**config.mk**
```make
export PLATFORM = sky130hd
export DESIGN_NAME = touch_three_point_scale_calibrator_core
export DESIGN_NICKNAME = d
export VERILOG_FILES = /design/src/sv/ttsc_pkg.sv /design/src/sv/ttsc_queue.sv /design/src/sv/ttsc_front.sv /design/src/sv/ttsc_div.sv /design/src/sv/ttsc_back.sv /design/src/sv/touch_three_point_scale_calibrator_core.sv
export SDC_FILE = /design/constraint.sdc
export NUM_CORES = 2
export LEC_CHECK = 0
export BUFFER_PORTS_ARGS = -buffer_cell sky130_fd_sc_hd__clkbuf_2
export CORE_MARGIN = 2
export CORE_UTILIZATION = 29
export CTS_CLUSTER_SIZE = 28
export DETAILED_ROUTE_END_ITERATION = 16
export GPL_ROUTABILITY_DRIVEN = 0
export PLACE_DENSITY = 0.42
export SLEW_MARGIN = 10
export SYNTH_ARGS = -nofsm -noshare
export SYNTH_HDL_FRONTEND = slang
export SYNTH_SLANG_ARGS = --single-unit
```
**constraint.sdc**
```tcl
create_clock -name i_clk -period 21.6 [get_ports i_clk]
set_clock_uncertainty 0.1 [all_clocks]
set_input_delay 1.08 -clock i_clk [delete_from_list [all_inputs] [get_ports i_clk]]
set_output_delay 1.08 -clock i_clk [all_outputs]
set_load 0.05 [all_outputs]
```
**src/sv/ttsc_pkg.sv**
```systemverilog
// Shared types, constants and codes of the touch three-point scale calibrator.
package ttsc_pkg;

    // Field widths fixed by the item formats.
    localparam int COORD_W   = 16;
    localparam int SCALE_W   = 28;
    localparam int STAGE_W   = 3;
    localparam int CNT_W     = 3;
    localparam int SPAN_W    = 16;
    localparam int NUM_CAL_POINTS = 3;
    localparam int SLOT_W    = $clog2(NUM_CAL_POINTS);

    // Default number of fraction bits in the scale factors.
    localparam int FRAC_BITS_DEF = 16;

    // Largest scale factor and coordinate.
    localparam logic [SCALE_W-1:0] SCALE_MAX = {SCALE_W{1'b1}};
    localparam logic [COORD_W-1:0] COORD_MAX = {COORD_W{1'b1}};

    // Calibration stages.
    localparam logic [STAGE_W-1:0] STAGE_OFF   = 3'd0;
    localparam logic [STAGE_W-1:0] STAGE_FIRST = 3'd1;
    localparam logic [STAGE_W-1:0] STAGE_LAST  = 3'd6;

    // Configuration register indexes and their reset value.
    localparam logic REG_LMAX_X = 1'b0;
    localparam logic REG_LMAX_Y = 1'b1;
    localparam logic [SPAN_W-1:0] LOGICAL_MAX_RST = 16'd2047;

    // APB widths.
    localparam int APB_AW = 3;
    localparam int APB_DW = 32;

    // Input item as it arrives on the port.
    typedef struct packed {
        logic               action;
        logic [CNT_W-1:0]   contacts;
        logic [CNT_W-1:0]   point_index;
        logic [COORD_W-1:0] x_in;
        logic [COORD_W-1:0] y_in;
    } t_item;

    // Result item as it leaves the block.
    typedef struct packed {
        logic [COORD_W-1:0] x_out;
        logic [COORD_W-1:0] y_out;
        logic               passed;
        logic               led_on;
        logic [STAGE_W-1:0] stage;
    } t_result;

    // Item classes decided by the front end.
    typedef enum logic [1:0] {
        CMD_TICK,
        CMD_LEAD,
        CMD_OTHER
    } t_cmd_kind;

    // Classified item handed from the front end to the back end.
    typedef struct packed {
        t_cmd_kind          kind;
        logic               pressed;
        logic [COORD_W-1:0] x;
        logic [COORD_W-1:0] y;
    } t_cmd;

    // Back end sequencer states.
    typedef enum logic [2:0] {
        ST_IDLE,
        ST_MUL,
        ST_DIV_X,
        ST_DIV_Y,
        ST_PUSH
    } t_back_state;

endpackage

```
**src/sv/ttsc_queue.sv**
```systemverilog
// Two-entry first-in first-out queue built from flip-flops.
module ttsc_queue #(
    parameter int W = 8
) (
    input  logic         i_clk,
    input  logic         i_rst_n,
    input  logic         i_push,
    input  logic [W-1:0] i_data,
    output logic         o_full,
    input  logic         i_pop,
    output logic [W-1:0] o_data,
    output logic         o_empty
);

    logic [W-1:0] r_mem [2];
    logic         r_wp;
    logic         r_rp;
    logic [1:0]   r_cnt;
    logic         do_push;
    logic         do_pop;

    assign o_full  = (r_cnt == 2'd2);
    assign o_empty = (r_cnt == 2'd0);
    assign o_data  = r_mem[r_rp];
    assign do_push = i_push && !o_full;
    assign do_pop  = i_pop && !o_empty;

    // Pointers and fill count.
    always_ff @(posedge i_clk) begin
        if (!i_rst_n) begin
            r_wp  <= 1'b0;
            r_rp  <= 1'b0;
            r_cnt <= 2'd0;
        end else begin
            if (do_push) begin
                r_wp <= !r_wp;
            end
            if (do_pop) begin
                r_rp <= !r_rp;
            end
            if (do_push && !do_pop) begin
                r_cnt <= r_cnt + 2'd1;
            end else if (do_pop && !do_push) begin
                r_cnt <= r_cnt - 2'd1;
            end
        end
    end

    // Entry storage.
    always_ff @(posedge i_clk) begin
        if (do_push) begin
            r_mem[r_wp] <= i_data;
        end
    end

endmodule

```
**src/sv/ttsc_front.sv**
```systemverilog
// Front end: input register that accepts items and classifies them.
module ttsc_front
    import ttsc_pkg::*;
(
    input  logic  i_clk,
    input  logic  i_rst_n,
    input  logic  push,
    output logic  full,
    input  t_item i_item,
    output logic  o_q_push,
    output t_cmd  o_cmd,
    input  logic  i_q_full
);

    logic r_valid;
    t_cmd r_cmd;
    t_cmd cls;
    logic take;

    // Ticks, the lead contact and the remaining contacts go separate ways.
    always_comb begin
        cls.pressed = (i_item.contacts != '0);
        cls.x       = i_item.x_in;
        cls.y       = i_item.y_in;
        if (i_item.action) begin
            cls.kind = CMD_TICK;
        end else if (i_item.point_index == '0) begin
            cls.kind = CMD_LEAD;
        end else begin
            cls.kind = CMD_OTHER;
        end
    end

    // The register drains into the queue whenever the queue has room.
    assign full     = r_valid && i_q_full;
    assign take     = push && !full;
    assign o_q_push = r_valid;
    assign o_cmd    = r_cmd;

    always_ff @(posedge i_clk) begin
        if (!i_rst_n) begin
            r_valid <= 1'b0;
        end else if (take) begin
            r_valid <= 1'b1;
        end else if (!i_q_full) begin
            r_valid <= 1'b0;
        end
    end

    always_ff @(posedge i_clk) begin
        if (take) begin
            r_cmd <= cls;
        end
    end

endmodule

```
**src/sv/ttsc_div.sv**
```systemverilog
// Restoring divider that produces one quotient bit per cycle.
module ttsc_div
    import ttsc_pkg::*;
#(
    parameter int DW = SPAN_W + FRAC_BITS_DEF
) (
    input  logic              i_clk,
    input  logic              i_rst_n,
    input  logic              i_start,
    input  logic [DW-1:0]     i_dividend,
    input  logic [SPAN_W-1:0] i_divisor,
    output logic              o_done,
    output logic [DW-1:0]     o_quotient
);

    localparam int CW = $clog2(DW);

    logic              r_busy;
    logic              r_done;
    logic [CW-1:0]     r_cnt;
    logic [DW-1:0]     r_quo;
    logic [SPAN_W-1:0] r_rem;
    logic [SPAN_W-1:0] r_div;
    logic [SPAN_W:0]   rem_sh;
    logic [SPAN_W:0]   rem_sub;
    logic              ge;

    // One trial subtraction per cycle.
    assign rem_sh  = {r_rem, r_quo[DW-1]};
    assign ge      = (rem_sh >= {1'b0, r_div});
    assign rem_sub = rem_sh - {1'b0, r_div};

    assign o_done     = r_done;
    assign o_quotient = r_quo;

    // Control: the count runs once over all dividend bits.
    always_ff @(posedge i_clk) begin
        if (!i_rst_n) begin
            r_busy <= 1'b0;
            r_done <= 1'b0;
            r_cnt  <= '0;
        end else if (i_start) begin
            r_busy <= 1'b1;
            r_done <= 1'b0;
            r_cnt  <= '0;
        end else if (r_busy) begin
            r_cnt <= r_cnt + CW'(1);
            if (r_cnt == CW'(DW - 1)) begin
                r_busy <= 1'b0;
                r_done <= 1'b1;
            end
        end else begin
            r_done <= 1'b0;
        end
    end

    // Datapath: the quotient shifts in where the dividend shifts out.
    always_ff @(posedge i_clk) begin
        if (i_start) begin
            r_quo <= i_dividend;
            r_rem <= '0;
            r_div <= i_divisor;
        end else if (r_busy) begin
            r_rem <= ge ? rem_sub[SPAN_W-1:0] : rem_sh[SPAN_W-1:0];
            r_quo <= {r_quo[DW-2:0], ge};
        end
    end

endmodule

```
**src/sv/ttsc_back.sv**
```systemverilog
// Back end: calibration stage machine, coordinate scaling and scale update.
module ttsc_back
    import ttsc_pkg::*;
#(
    parameter int FRAC_BITS = FRAC_BITS_DEF
) (
    input  logic              i_clk,
    input  logic              i_rst_n,
    input  logic [SPAN_W-1:0] i_lmax_x,
    input  logic [SPAN_W-1:0] i_lmax_y,
    input  t_cmd              i_cmd,
    input  logic              i_cmd_empty,
    output logic              o_cmd_pop,
    output logic              o_res_push,
    output t_result           o_res,
    input  logic              i_res_full
);

    localparam int DW = SPAN_W + FRAC_BITS;
    localparam int QW = (DW > SCALE_W) ? DW : SCALE_W;
    localparam int PW = COORD_W + SCALE_W;
    localparam logic [SCALE_W-1:0] X_SCALE_RST = SCALE_W'(longint'(2) << FRAC_BITS);
    localparam logic [SCALE_W-1:0] Y_SCALE_RST =
        SCALE_W'(((longint'(341) << FRAC_BITS) + 50) / 100);

    t_back_state        r_state, n_state;
    logic [STAGE_W-1:0] r_stage, n_stage;
    logic               r_led, n_led;
    t_result            r_res, n_res;
    logic [SCALE_W-1:0] r_x_scale;
    logic [SCALE_W-1:0] r_y_scale;
    logic [COORD_W-1:0] r_cap_x [NUM_CAL_POINTS];
    logic [COORD_W-1:0] r_cap_y [NUM_CAL_POINTS];
    logic [PW-1:0]      r_px;
    logic [PW-1:0]      r_py;
    logic [SPAN_W-1:0]  r_dy;
    logic               r_zero_x;
    logic               r_zero_y;

    logic               mul_load;
    logic               cap_we;
    logic               end_start;
    logic               end_x;
    logic               end_y;
    logic               div_start;
    logic [DW-1:0]      div_dividend;
    logic [SPAN_W-1:0]  div_divisor;
    logic               div_done;
    logic [DW-1:0]      div_quo;
    logic [QW-1:0]      quo_ext;
    logic [SCALE_W-1:0] quo_sat;
    logic [STAGE_W-1:0] stage_m1;
    logic [SLOT_W-1:0]  slot;
    logic [SPAN_W-1:0]  dx;
    logic [SPAN_W-1:0]  dy;
    logic [PW-1:0]      px_sh;
    logic [PW-1:0]      py_sh;
    logic [COORD_W-1:0] x_sat;
    logic [COORD_W-1:0] y_sat;

    ttsc_div #(
        .DW (DW)
    ) u_div (
        .i_clk      (i_clk),
        .i_rst_n    (i_rst_n),
        .i_start    (div_start),
        .i_dividend (div_dividend),
        .i_divisor  (div_divisor),
        .o_done     (div_done),
        .o_quotient (div_quo)
    );

    // Captured point slot for the current stage: stages 1 and 2 use slot 0, and so on.
    assign stage_m1 = r_stage - STAGE_FIRST;
    assign slot     = stage_m1[SLOT_W:1];

    // Distances between captured points.
    assign dx = (r_cap_x[0] > r_cap_x[1]) ? r_cap_x[0] - r_cap_x[1] : r_cap_x[1] - r_cap_x[0];
    assign dy = (r_cap_y[1] > r_cap_y[2]) ? r_cap_y[1] - r_cap_y[2] : r_cap_y[2] - r_cap_y[1];

    // Quotient saturation, also for a zero distance.
    assign quo_ext = QW'(div_quo);
    always_comb begin
        if ((end_x && r_zero_x) || (end_y && r_zero_y) || (quo_ext > QW'(SCALE_MAX))) begin
            quo_sat = SCALE_MAX;
        end else begin
            quo_sat = quo_ext[SCALE_W-1:0];
        end
    end

    // Truncate and saturate the registered products.
    assign px_sh = r_px >> FRAC_BITS;
    assign py_sh = r_py >> FRAC_BITS;
    assign x_sat = (px_sh[PW-1:COORD_W] != '0) ? COORD_MAX : px_sh[COORD_W-1:0];
    assign y_sat = (py_sh[PW-1:COORD_W] != '0) ? COORD_MAX : py_sh[COORD_W-1:0];

    assign o_res = r_res;

    // Sequencer: next state and control.
    always_comb begin
        n_state      = r_state;
        n_stage      = r_stage;
        n_led        = r_led;
        n_res        = r_res;
        o_cmd_pop    = 1'b0;
        o_res_push   = 1'b0;
        mul_load     = 1'b0;
        cap_we       = 1'b0;
        end_start    = 1'b0;
        end_x        = 1'b0;
        end_y        = 1'b0;
        div_start    = 1'b0;
        div_dividend = {i_lmax_x, {FRAC_BITS{1'b0}}};
        div_divisor  = dx;
        unique case (r_state)
            ST_IDLE: begin
                if (!i_cmd_empty) begin
                    o_cmd_pop = 1'b1;
                    n_state   = ST_PUSH;
                    priority if (i_cmd.kind == CMD_TICK) begin
                        if (r_stage == STAGE_OFF) begin
                            n_stage = STAGE_FIRST;
                            n_led   = 1'b0;
                        end
                    end else if (r_stage == STAGE_OFF) begin
                        mul_load = 1'b1;
                        n_state  = ST_MUL;
                    end else if (i_cmd.kind == CMD_LEAD) begin
                        n_led = i_cmd.pressed;
                        if (r_stage[0]) begin
                            if (i_cmd.pressed) begin
                                cap_we  = 1'b1;
                                n_stage = r_stage + STAGE_W'(1);
                            end
                        end else if (i_cmd.pressed) begin
                            cap_we = 1'b1;
                        end else if (r_stage >= STAGE_LAST) begin
                            end_start = 1'b1;
                            div_start = 1'b1;
                            n_state   = ST_DIV_X;
                        end else begin
                            n_stage = r_stage + STAGE_W'(1);
                        end
                    end else begin
                        // Other contacts during calibration leave stage and LED alone.
                        n_stage = r_stage;
                    end
                    n_res.x_out  = '0;
                    n_res.y_out  = '0;
                    n_res.passed = 1'b0;
                    n_res.led_on = n_led;
                    n_res.stage  = n_stage;
                end
            end
            ST_MUL: begin
                n_res.x_out  = x_sat;
                n_res.y_out  = y_sat;
                n_res.passed = 1'b1;
                n_res.led_on = r_led;
                n_res.stage  = r_stage;
                n_state      = ST_PUSH;
            end
            ST_DIV_X: begin
                if (div_done) begin
                    end_x        = 1'b1;
                    div_start    = 1'b1;
                    div_dividend = {i_lmax_y, {FRAC_BITS{1'b0}}};
                    div_divisor  = r_dy;
                    n_state      = ST_DIV_Y;
                end
            end
            ST_DIV_Y: begin
                if (div_done) begin
                    end_y        = 1'b1;
                    n_led        = 1'b1;
                    n_stage      = STAGE_OFF;
                    n_res.x_out  = '0;
                    n_res.y_out  = '0;
                    n_res.passed = 1'b0;
                    n_res.led_on = 1'b1;
                    n_res.stage  = STAGE_OFF;
                    n_state      = ST_PUSH;
                end
            end
            ST_PUSH: begin
                if (!i_res_full) begin
                    o_res_push = 1'b1;
                    n_state    = ST_IDLE;
                end
            end
            default: begin
                n_state = ST_IDLE;
            end
        endcase
    end

    // Control state.
    always_ff @(posedge i_clk) begin
        if (!i_rst_n) begin
            r_state   <= ST_IDLE;
            r_stage   <= STAGE_OFF;
            r_led     <= 1'b1;
            r_x_scale <= X_SCALE_RST;
            r_y_scale <= Y_SCALE_RST;
        end else begin
            r_state <= n_state;
            r_stage <= n_stage;
            r_led   <= n_led;
            if (end_x) begin
                r_x_scale <= quo_sat;
            end
            if (end_y) begin
                r_y_scale <= quo_sat;
            end
        end
    end

    // Payload registers.
    always_ff @(posedge i_clk) begin
        r_res <= n_res;
        if (mul_load) begin
            r_px <= PW'(i_cmd.x) * PW'(r_x_scale);
            r_py <= PW'(i_cmd.y) * PW'(r_y_scale);
        end
        if (cap_we) begin
            r_cap_x[slot] <= i_cmd.x;
            r_cap_y[slot] <= i_cmd.y;
        end
        if (end_start) begin
            r_dy     <= dy;
            r_zero_x <= (dx == '0);
            r_zero_y <= (dy == '0);
        end
    end

endmodule

```
**src/sv/touch_three_point_scale_calibrator_core.sv**
```systemverilog
// Touch calibrator top level: register port, front end, queues and back end.
//
// Each accepted item yields exactly one result. A contact item while idle is
// scaled by the current factors and passed; ticks and contacts during
// calibration are swallowed. From push to result an item passes through the
// front register, the command queue, a decode step in the back end, a
// multiply step for scaled points, and the result register. The release
// that ends calibration also runs two divisions, x and then y, on the shared
// one-bit-per-cycle divider. The back end handles one item at a time; the
// two-entry queues on either side let the front keep taking items and the
// consumer keep draining results while it works. The user must write the
// logical spans over the APB port at byte addresses 0 (x) and 4 (y) only
// while idle; the block itself does not enforce this.
module touch_three_point_scale_calibrator_core
    import ttsc_pkg::*;
#(
    parameter int FRAC_BITS = FRAC_BITS_DEF
) (
    input  logic              i_clk,
    input  logic              i_rst_n,
    input  logic              push,
    output logic              full,
    input  t_item             i_item,
    output logic              empty,
    input  logic              pop,
    output t_result           o_result,
    input  logic              psel,
    input  logic              penable,
    input  logic              pwrite,
    input  logic [APB_AW-1:0] paddr,
    input  logic [APB_DW-1:0] pwdata,
    output logic [APB_DW-1:0] prdata,
    output logic              pready
);

    logic [SPAN_W-1:0] r_lmax_x;
    logic [SPAN_W-1:0] r_lmax_y;
    logic              cfg_wr;
    logic              reg_sel;

    logic              cq_push;
    t_cmd              cq_in;
    logic              cq_full;
    logic              cq_pop;
    logic [$bits(t_cmd)-1:0] cq_out;
    logic              cq_empty;
    logic              rq_push;
    t_result           rq_in;
    logic              rq_full;
    logic [$bits(t_result)-1:0] rq_out;

    // Register port: each write transfer completes in its access cycle.
    assign pready  = 1'b1;
    assign cfg_wr  = psel && penable && pwrite;
    assign reg_sel = paddr[2];

    always_ff @(posedge i_clk) begin
        if (!i_rst_n) begin
            r_lmax_x <= LOGICAL_MAX_RST;
            r_lmax_y <= LOGICAL_MAX_RST;
        end else if (cfg_wr) begin
            unique case (reg_sel)
                REG_LMAX_X: r_lmax_x <= pwdata[SPAN_W-1:0];
                REG_LMAX_Y: r_lmax_y <= pwdata[SPAN_W-1:0];
                default:    r_lmax_x <= r_lmax_x;
            endcase
        end
    end

    // Read back the selected span.
    always_comb begin
        unique case (reg_sel)
            REG_LMAX_X: prdata = APB_DW'(r_lmax_x);
            REG_LMAX_Y: prdata = APB_DW'(r_lmax_y);
            default:    prdata = '0;
        endcase
    end

    ttsc_front u_front (
        .i_clk    (i_clk),
        .i_rst_n  (i_rst_n),
        .push     (push),
        .full     (full),
        .i_item   (i_item),
        .o_q_push (cq_push),
        .o_cmd    (cq_in),
        .i_q_full (cq_full)
    );

    ttsc_queue #(
        .W ($bits(t_cmd))
    ) u_cmd_q (
        .i_clk   (i_clk),
        .i_rst_n (i_rst_n),
        .i_push  (cq_push),
        .i_data  (cq_in),
        .o_full  (cq_full),
        .i_pop   (cq_pop),
        .o_data  (cq_out),
        .o_empty (cq_empty)
    );

    ttsc_back #(
        .FRAC_BITS (FRAC_BITS)
    ) u_back (
        .i_clk       (i_clk),
        .i_rst_n     (i_rst_n),
        .i_lmax_x    (r_lmax_x),
        .i_lmax_y    (r_lmax_y),
        .i_cmd       (t_cmd'(cq_out)),
        .i_cmd_empty (cq_empty),
        .o_cmd_pop   (cq_pop),
        .o_res_push  (rq_push),
        .o_res       (rq_in),
        .i_res_full  (rq_full)
    );

    ttsc_queue #(
        .W ($bits(t_result))
    ) u_res_q (
        .i_clk   (i_clk),
        .i_rst_n (i_rst_n),
        .i_push  (rq_push),
        .i_data  (rq_in),
        .o_full  (rq_full),
        .i_pop   (pop),
        .o_data  (rq_out),
        .o_empty (empty)
    );

    assign o_result = t_result'(rq_out);

endmodule
```
Word level (Yosys, flattened, before mapping)
Memories as Yosys holds them, arrays and structs flattened. A register that Yosys moved wholly into a read port is not among the register bits.
Cells that the tools add are included.
{"block": "word_totals", "reg_bits": 353, "ramBits": 240, "input_bits": 81, "out_inout_bits": 72, "elab_cells": 216, "n_memories": 4}
{"block": "op_classes", "n_addsub": 12, "multipliers": 2, "magnitude_cmp": 5, "n_eq_ne": 13, "mux": 91, "bitwise": 3, "n_reduce_logical": 52}
{"memory": "u_res_q.r_mem", "words": 2, "word_bits": 37, "rd": 1, "rd_ports_with_merged_regs": 1, "wr": 1, "line_no": "ttsc_queue.sv:15", "rtl": "logic [W-1:0] r_mem [2];"}
{"memory": "u_cmd_q.r_mem", "words": 2, "word_bits": 35, "rd": 1, "rd_ports_with_merged_regs": 1, "wr": 1, "line_no": "ttsc_queue.sv:15"}
{"memory": "u_back.r_cap_x", "words": 3, "word_bits": 16, "rd": 2, "rd_ports_with_merged_regs": 0, "wr": 1, "line_no": "ttsc_back.sv:32", "rtl": "logic [COORD_W-1:0] r_cap_x [NUM_CAL_POINTS];"}
{"memory": "u_back.r_cap_y", "words": 3, "word_bits": 16, "rd": 2, "rd_ports_with_merged_regs": 0, "wr": 1, "line_no": "ttsc_back.sv:33", "rtl": "logic [COORD_W-1:0] r_cap_y [NUM_CAL_POINTS];"}
{"operator": "32-bit 2-to-1 mux", "count": 4}
{"operator": "16-bit 2-to-1 mux", "count": 7}
{"operator": "37-bit one-hot mux with 3 select lines", "count": 1}
{"operator": "16-bit by 28-bit multiplier with 44-bit output", "count": 2}
{"operator": "16-bit subtractor", "count": 5}
{"operator": "37-bit 2-to-1 mux", "count": 2}
{"operator": "32-bit one-hot mux with 2 select lines", "count": 1}
{"operator": "3-bit 2-to-1 mux", "count": 20}
{"operator": "28-bit nonzero test", "count": 2}
{"operator": "1-bit 2-to-1 mux", "count": 46}
{"operator": "16-bit greater-than comparator", "count": 2}
{"operator": "32-bit by 28-bit greater-than comparator with 1-bit output, second input constant", "count": 1}
{"operator": "16-bit logical NOT", "count": 2}
{"operator": "28-bit 2-to-1 mux", "count": 1}
{"operator": "17-bit by 16-bit greater-or-equal comparator with 1-bit output", "count": 1}
{"operator": "3-bit one-hot mux with 5 select lines", "count": 1}
{"operator": "1-bit logical AND", "count": 14}
{"operator": "1-bit logical NOT", "count": 13}
{"operator": "2-bit 2-to-1 mux", "count": 5}
{"operator": "2-bit inequality test, second input constant", "count": 5}
{"operator": "3-bit logical NOT", "count": 3}
{"operator": "2-bit nonzero test", "count": 4}
{"operator": "3-bit by 2-bit equality test with 1-bit output, second input constant", "count": 2}
{"operator": "2-bit logical NOT", "count": 3}
{"operator": "other kinds (21)", "count": 31}

Logic depth before layout (Yosys ltp)
{"block": "logic_depth", "word_depth": 10, "ltp_mapped": 30}

Hierarchy
A second synthesis with hierarchy kept.
{"block": "hier_totals", "cells_unflattened": 5012, "hier_area_um2": 51389.3}
{"mod": "ttsc_back", "n_inst": 1, "cells_per_inst": 4219, "area_per_inst_um2": 39251.4}
{"mod": "ttsc_div", "n_inst": 1, "cells_per_inst": 315, "area_per_inst_um2": 3709.8}
{"mod": "ttsc_queue (u_res_q)", "n_inst": 1, "cells_per_inst": 140, "area_per_inst_um2": 2900.3}
{"mod": "ttsc_queue (u_cmd_q)", "n_inst": 1, "cells_per_inst": 134, "area_per_inst_um2": 2757.6}
{"mod": "touch_three_point_scale_calibrator_core", "n_inst": 1, "cells_per_inst": 161, "area_per_inst_um2": 1655.3}
{"mod": "ttsc_front", "n_inst": 1, "cells_per_inst": 43, "area_per_inst_um2": 1114.8}

Worst setup path before layout
OpenSTA, ideal clock, no wires.
{"block": "synth_path", "kind": "register -> register", "start": "register (tool-made name)", "end": "register u_back.r_px[39] (data pin)", "setup_ns": 0.262, "t_arrival_ns": 7.266, "t_required_ns": 21.238, "path_slack_ns": 13.972, "path_stages_with_launch": 29, "path_buffers": 6, "synth_period_minus_slack_ns": 7.628, "path_cell_list": "dfxtp_1 > buf_4 > buf_1 > clkbuf_1 > mux2_2 > clkbuf_1 > clkbuf_1 > nand2_1 > fa_1 > inv_1 > fa_1 > fa_1 > fa_1 > fa_1 > inv_1 > fa_1 > inv_1 > ha_1 > clkbuf_1 > nand2_1 > o32ai_1 > o211ai_1 > o211ai_1 > a31oi_1 > o31ai_1 > a21oi_2 > o21ba_2 > o21ai_1 > xor2_1"}
{"item": "to (signal assigned)", "line_no": "ttsc_back.sv:222", "rtl": "r_px <= PW'(i_cmd.x) * PW'(r_x_scale);"}
{"item": "to (decl)", "line_no": "ttsc_back.sv:34", "rtl": "logic [PW-1:0] r_px;"}

==> results <==
- The number of setup buffers added after CTS is 0.
- The sequential share of the synthesized area is between 20% and 30%.
- Global routing used between 10% and 20% of the available tracks across all layers.
- The layout-stage area growth over the synthesis result is 10.3%.
- The time the worst path needs with I/O delays and setup is roughly 8.5 ns.
- The number of slew-limit violations in the final report is 0.
- The detailed-route wire length is roughly 140 mm.
- The number of gates resized after cts is 0.
- Yosys printed 0 warnings.
- The placed instances occupy a cell area of approximately 0.054 mm2.
- STA classifies the critical path startpoint as a register.
- The critical register-to-register path endpoint is u_back.r_py[43].
- Static timing analysis puts the maximum clock frequency at roughly 0.12 GHz.
- The netlist uses 95 different library cells.
- Setup repair after global routing left no endpoint under its margin.
- The number of storage elements in the synthesis netlist is 531.
- The register-to-register path setup slack is 13.07 ns.
- The critical path arrival is 8.83 ns.
- For the pin with the worst max-slew slack, the measured transition is 1.13 ns.
- The die covers around 0.18 mm2.
- The number of global-route vias before repair was around 37,000.
- Counting flops with an async set or reset pin after synthesis yields a share of 0%.
- The classification of the worst setup path is reg -> reg.
- Dividing the detail-routed wire length by the instance count gives between 15 and 20 um.
- In this run the cell area of the synthesized design comes to 0.0508 mm2.
- The die span in y is 423 um.
- The number of hold violations in the final report came to 0.
- Yosys mapped a number of flops with a built-in enable equal to 402.
- The clock latency on the worst-skew pair is 0.68 ns.
- Among the stages of the critical path, the cell type that occurs most often is sky130_fd_sc_hd__fa_1.
- The critical path ends at u_back.r_py[43].
- The library cell used as clock root buffer is sky130_fd_sc_hd__clkbuf_16.
- The detailed router placed roughly 34,000 vias in this run.
- The largest individual stage delay along the critical path comes from the cell sky130_fd_sc_hd__mux2_2.
- The cell area after layout is 0.0560 mm2.
- Along the worst path, the maximum fanout reaches 37.
- The area inside the core boundary is ~0.17 mm2.
- The number of sinks handled by clock tree synthesis is between 500 and 600.
- The setup TNS is 0 ns.
- The HPWL after detailed placement is 103 mm.
- For this design the top-level I/O count stands at approximately 150.
- For the worst flop-to-flop path, the logic depth is 24.
- TritonCTS created between 60 and 70 clock buffers.
- The maximum single-stage delay on the critical path is ~0.94 ns.
- The total overflow reported by the global router is 0.
- After synthesis, the mean cell area works out to about 10 um2.
- The floorplan die width is roughly 420 um.
- The total iterations of the first detailed-routing run is 5.
- The share of cells above drive strength 1 is 8.45%.
- The count of nets left with antenna violations once routing finished came out at 0.
- TritonCTS built the clock tree.
- The number of buffers added to fix hold violations after cts is 0.
- The max-slew headroom at the worst pin is around a quarter.
- At the worst endpoint, the required time is approximately 22 ns.
- The endpoint class of the critical path is a register.
- The flow ran to the end, and the final reports show no timing, DRC or antenna violations.
- In the layout the commonest cells are sky130_fd_sc_hd__inv_1 (889), sky130_fd_sc_hd__nand2_1 (753), sky130_fd_sc_hd__fa_1 (727).
- The per-cell via count in the routed design is 4.60.
- Setup violations remaining at the end of the flow were counted as 0.
- After technology mapping, the gate count stands at roughly 5,000.
- The largest net degree at the start of global routing is 87.
- Max-cap violations in this run came to 0.
- The prevailing post-synth register cell is sky130_fd_sc_hd__edfxtp_1.
- The number of antenna violations at the first check in global routing is 7.
- The min-delay analysis places its worst path in the category reg -> reg.
- The wire length of the first global-routing pass is around 220 mm.
- The number of filler instances in the final layout is between 15,000 and 20,000.
- The depth of the CTS H-tree is 3.
- The clock passes through at most 3 buffers.
- The initial utilization of the core area, before any placement, comes to slightly below 30%.
- The number of design-rule violations left by the first detailed-router iteration is 1,789.
- The count of nets after finishing is between 6,000 and 7,000.
- The most common cell after layout, fill and taps aside is sky130_fd_sc_hd__inv_1.
- After clock tree synthesis, the clock-pin slew on the worst setup and hold paths is about 0.060 ns.
- The floorplan has between 150 and 200 rows.
- The number of input and output port buffers inserted is about 120.
- The fraction of the cycle the final worst path needs is between 30% and 40%.
- Traced cell by cell, the critical path runs through buf_4, mux2_2, nand2_1, fa_1, fa_1, fa_1, inv_1, fa_1, fa_1, inv_1, fa_1, inv_1, ha_1, nand3_1, o221ai_1, a21oi_1, a21o_1, o41ai_1, buf_4, o221ai_1, o21ai_1, o21a_1, nor2_1, xnor2_1.
- In the routed design, unresolved DRC markers number 0.
through the flow:
step | instances | utilization (%) | hold WS [ns] | worst slack, ns
floorplan | 5009 | - | 0.321 | 13.97
global route | 7378 | 32.2 | 0.351 | 12.62
global placement | 7253 | 30.9 | 0.324 | 13.08
finish | 7382 | 32.2 | 0.340 | 13.07
CTS | 7378 | 32.2 | 0.338 | 12.98
detailed placement | 7253 | 30.9 | 0.330 | 13.05
registers in the layout, summed over array words and instances, names as in the netlist, 2 cells and up, named ones only:
name and flops:
u_back.r_y_scale 28, u_back.u_div.o_quotient 32, u_front.o_cmd 35, u_back.r_cap_x 32, u_res_q.r_cnt 2, u_cmd_q.r_cnt 2
u_back.r_stage 3, u_back.r_dy 16, r_lmax_x 16, u_back.r_state 3, r_lmax_y 16, u_back.u_div.r_rem 16
u_back.r_cap_y 32, u_res_q.r_mem 74, u_back.o_res 37, u_back.r_py 28, u_back.u_div.r_cnt 5, u_back.r_px 28
u_back.u_div.r_div 16, u_back.r_x_scale 28, u_cmd_q.r_mem 70
area by class of cell:
cell class / instances / area, um2 / area share [%]
clock inverters: 35 / 367 / 0.654
inverters: 891 / 3340 / 5.97
flip-flops and latches: 531 / 14700 / 26.2
diodes: 4 / 10.0 / 0.0179
clock buffers: 90 / 1880 / 3.35
repair buffers: 189 / 1130 / 2.01
multi-input cells: 3317 / 31800 / 56.7
well taps: 2325 / 2910 / 5.19
metal layers:
| metal | global-route usage [%] | vias to the layer above | wire (um) |
|---|---|---|---|
| met2 | 27.5 | 510 | 67900 |
| met5 | 0 | - | 0 |
| li1 | - | 15800 | - |
| met1 | 22.1 | 17500 | 65700 |
| met4 | 3.65 | 0 | 2770 |
| met3 | 1.89 | 127 | 4320 |
logic make-up (layout without fill, tap and decap cells):
family                   after synthesis  after routing  synth area share [%]
buffers and inverters               1161           1205                  8.87
AND/OR/NAND/NOR                     1487           1487                  13.9
XOR/XNOR                             106            106                  1.84
AO/OA/AOI/OAI                        555            555                  7.64
flip-flops                           531            531                  28.9
multiplexers                         112            112                  2.49
adder cells (fa/ha/maj)             1040           1040                  36.4
other                                  2             21                0.0148
synth_stat cells (all sizes together), types with 46 or more instances:
cell type / count / share of area (%)
a21o: 72 / 1.1
a21oi: 128 / 1.3
and2: 384 / 4.7
buf: 49 / 0.63
clkbuf: 221 / 1.7
dfxtp: 129 / 5.1
edfxtp: 402 / 24
fa: 727 / 29
ha: 313 / 7.7
inv: 889 / 6.6
mux2: 91 / 2.0
nand2: 753 / 5.6
nand3: 55 / 0.54
nor2: 134 / 0.99
o211a: 46 / 0.91
o21a: 57 / 0.84
o21ai: 85 / 0.86
xnor2: 57 / 0.98
xor2: 49 / 0.86
worst max-delay path: cells and delay by family (launching register included):
kind                     cells  cell delay, ns
XOR/XNOR                     1            0.12
AND/OR/NAND/NOR              3            0.37
flip-flops                   1            0.31
AO/OA/AOI/OAI                7            2.08
multiplexers                 1            0.94
adder cells (fa/ha/maj)      7            3.34
buffers and inverters        5            0.90
how the worst min path moves through the flow:
stage                                  from              endpoint  slack (ns)  cells past startpoint
final                      u_back.o_res[11]  u_res_q.r_mem[1][11]        0.34                      0
after global routing      u_front.o_cmd[14]  u_cmd_q.r_mem[0][14]        0.35                      0
after CTS                 u_front.o_cmd[14]  u_cmd_q.r_mem[0][14]        0.34                      0
after detailed placement   u_back.o_res[33]  u_res_q.r_mem[0][33]        0.33                      0
after global placement    u_front.o_cmd[30]  u_cmd_q.r_mem[0][30]        0.32                      0
after floorplan            u_front.o_cmd[0]   u_cmd_q.r_mem[0][0]        0.32                      0
Power is left out: the tool's default activity adds up to more than one toggle a clock period on the data nets, which glitch-free logic cannot reach.
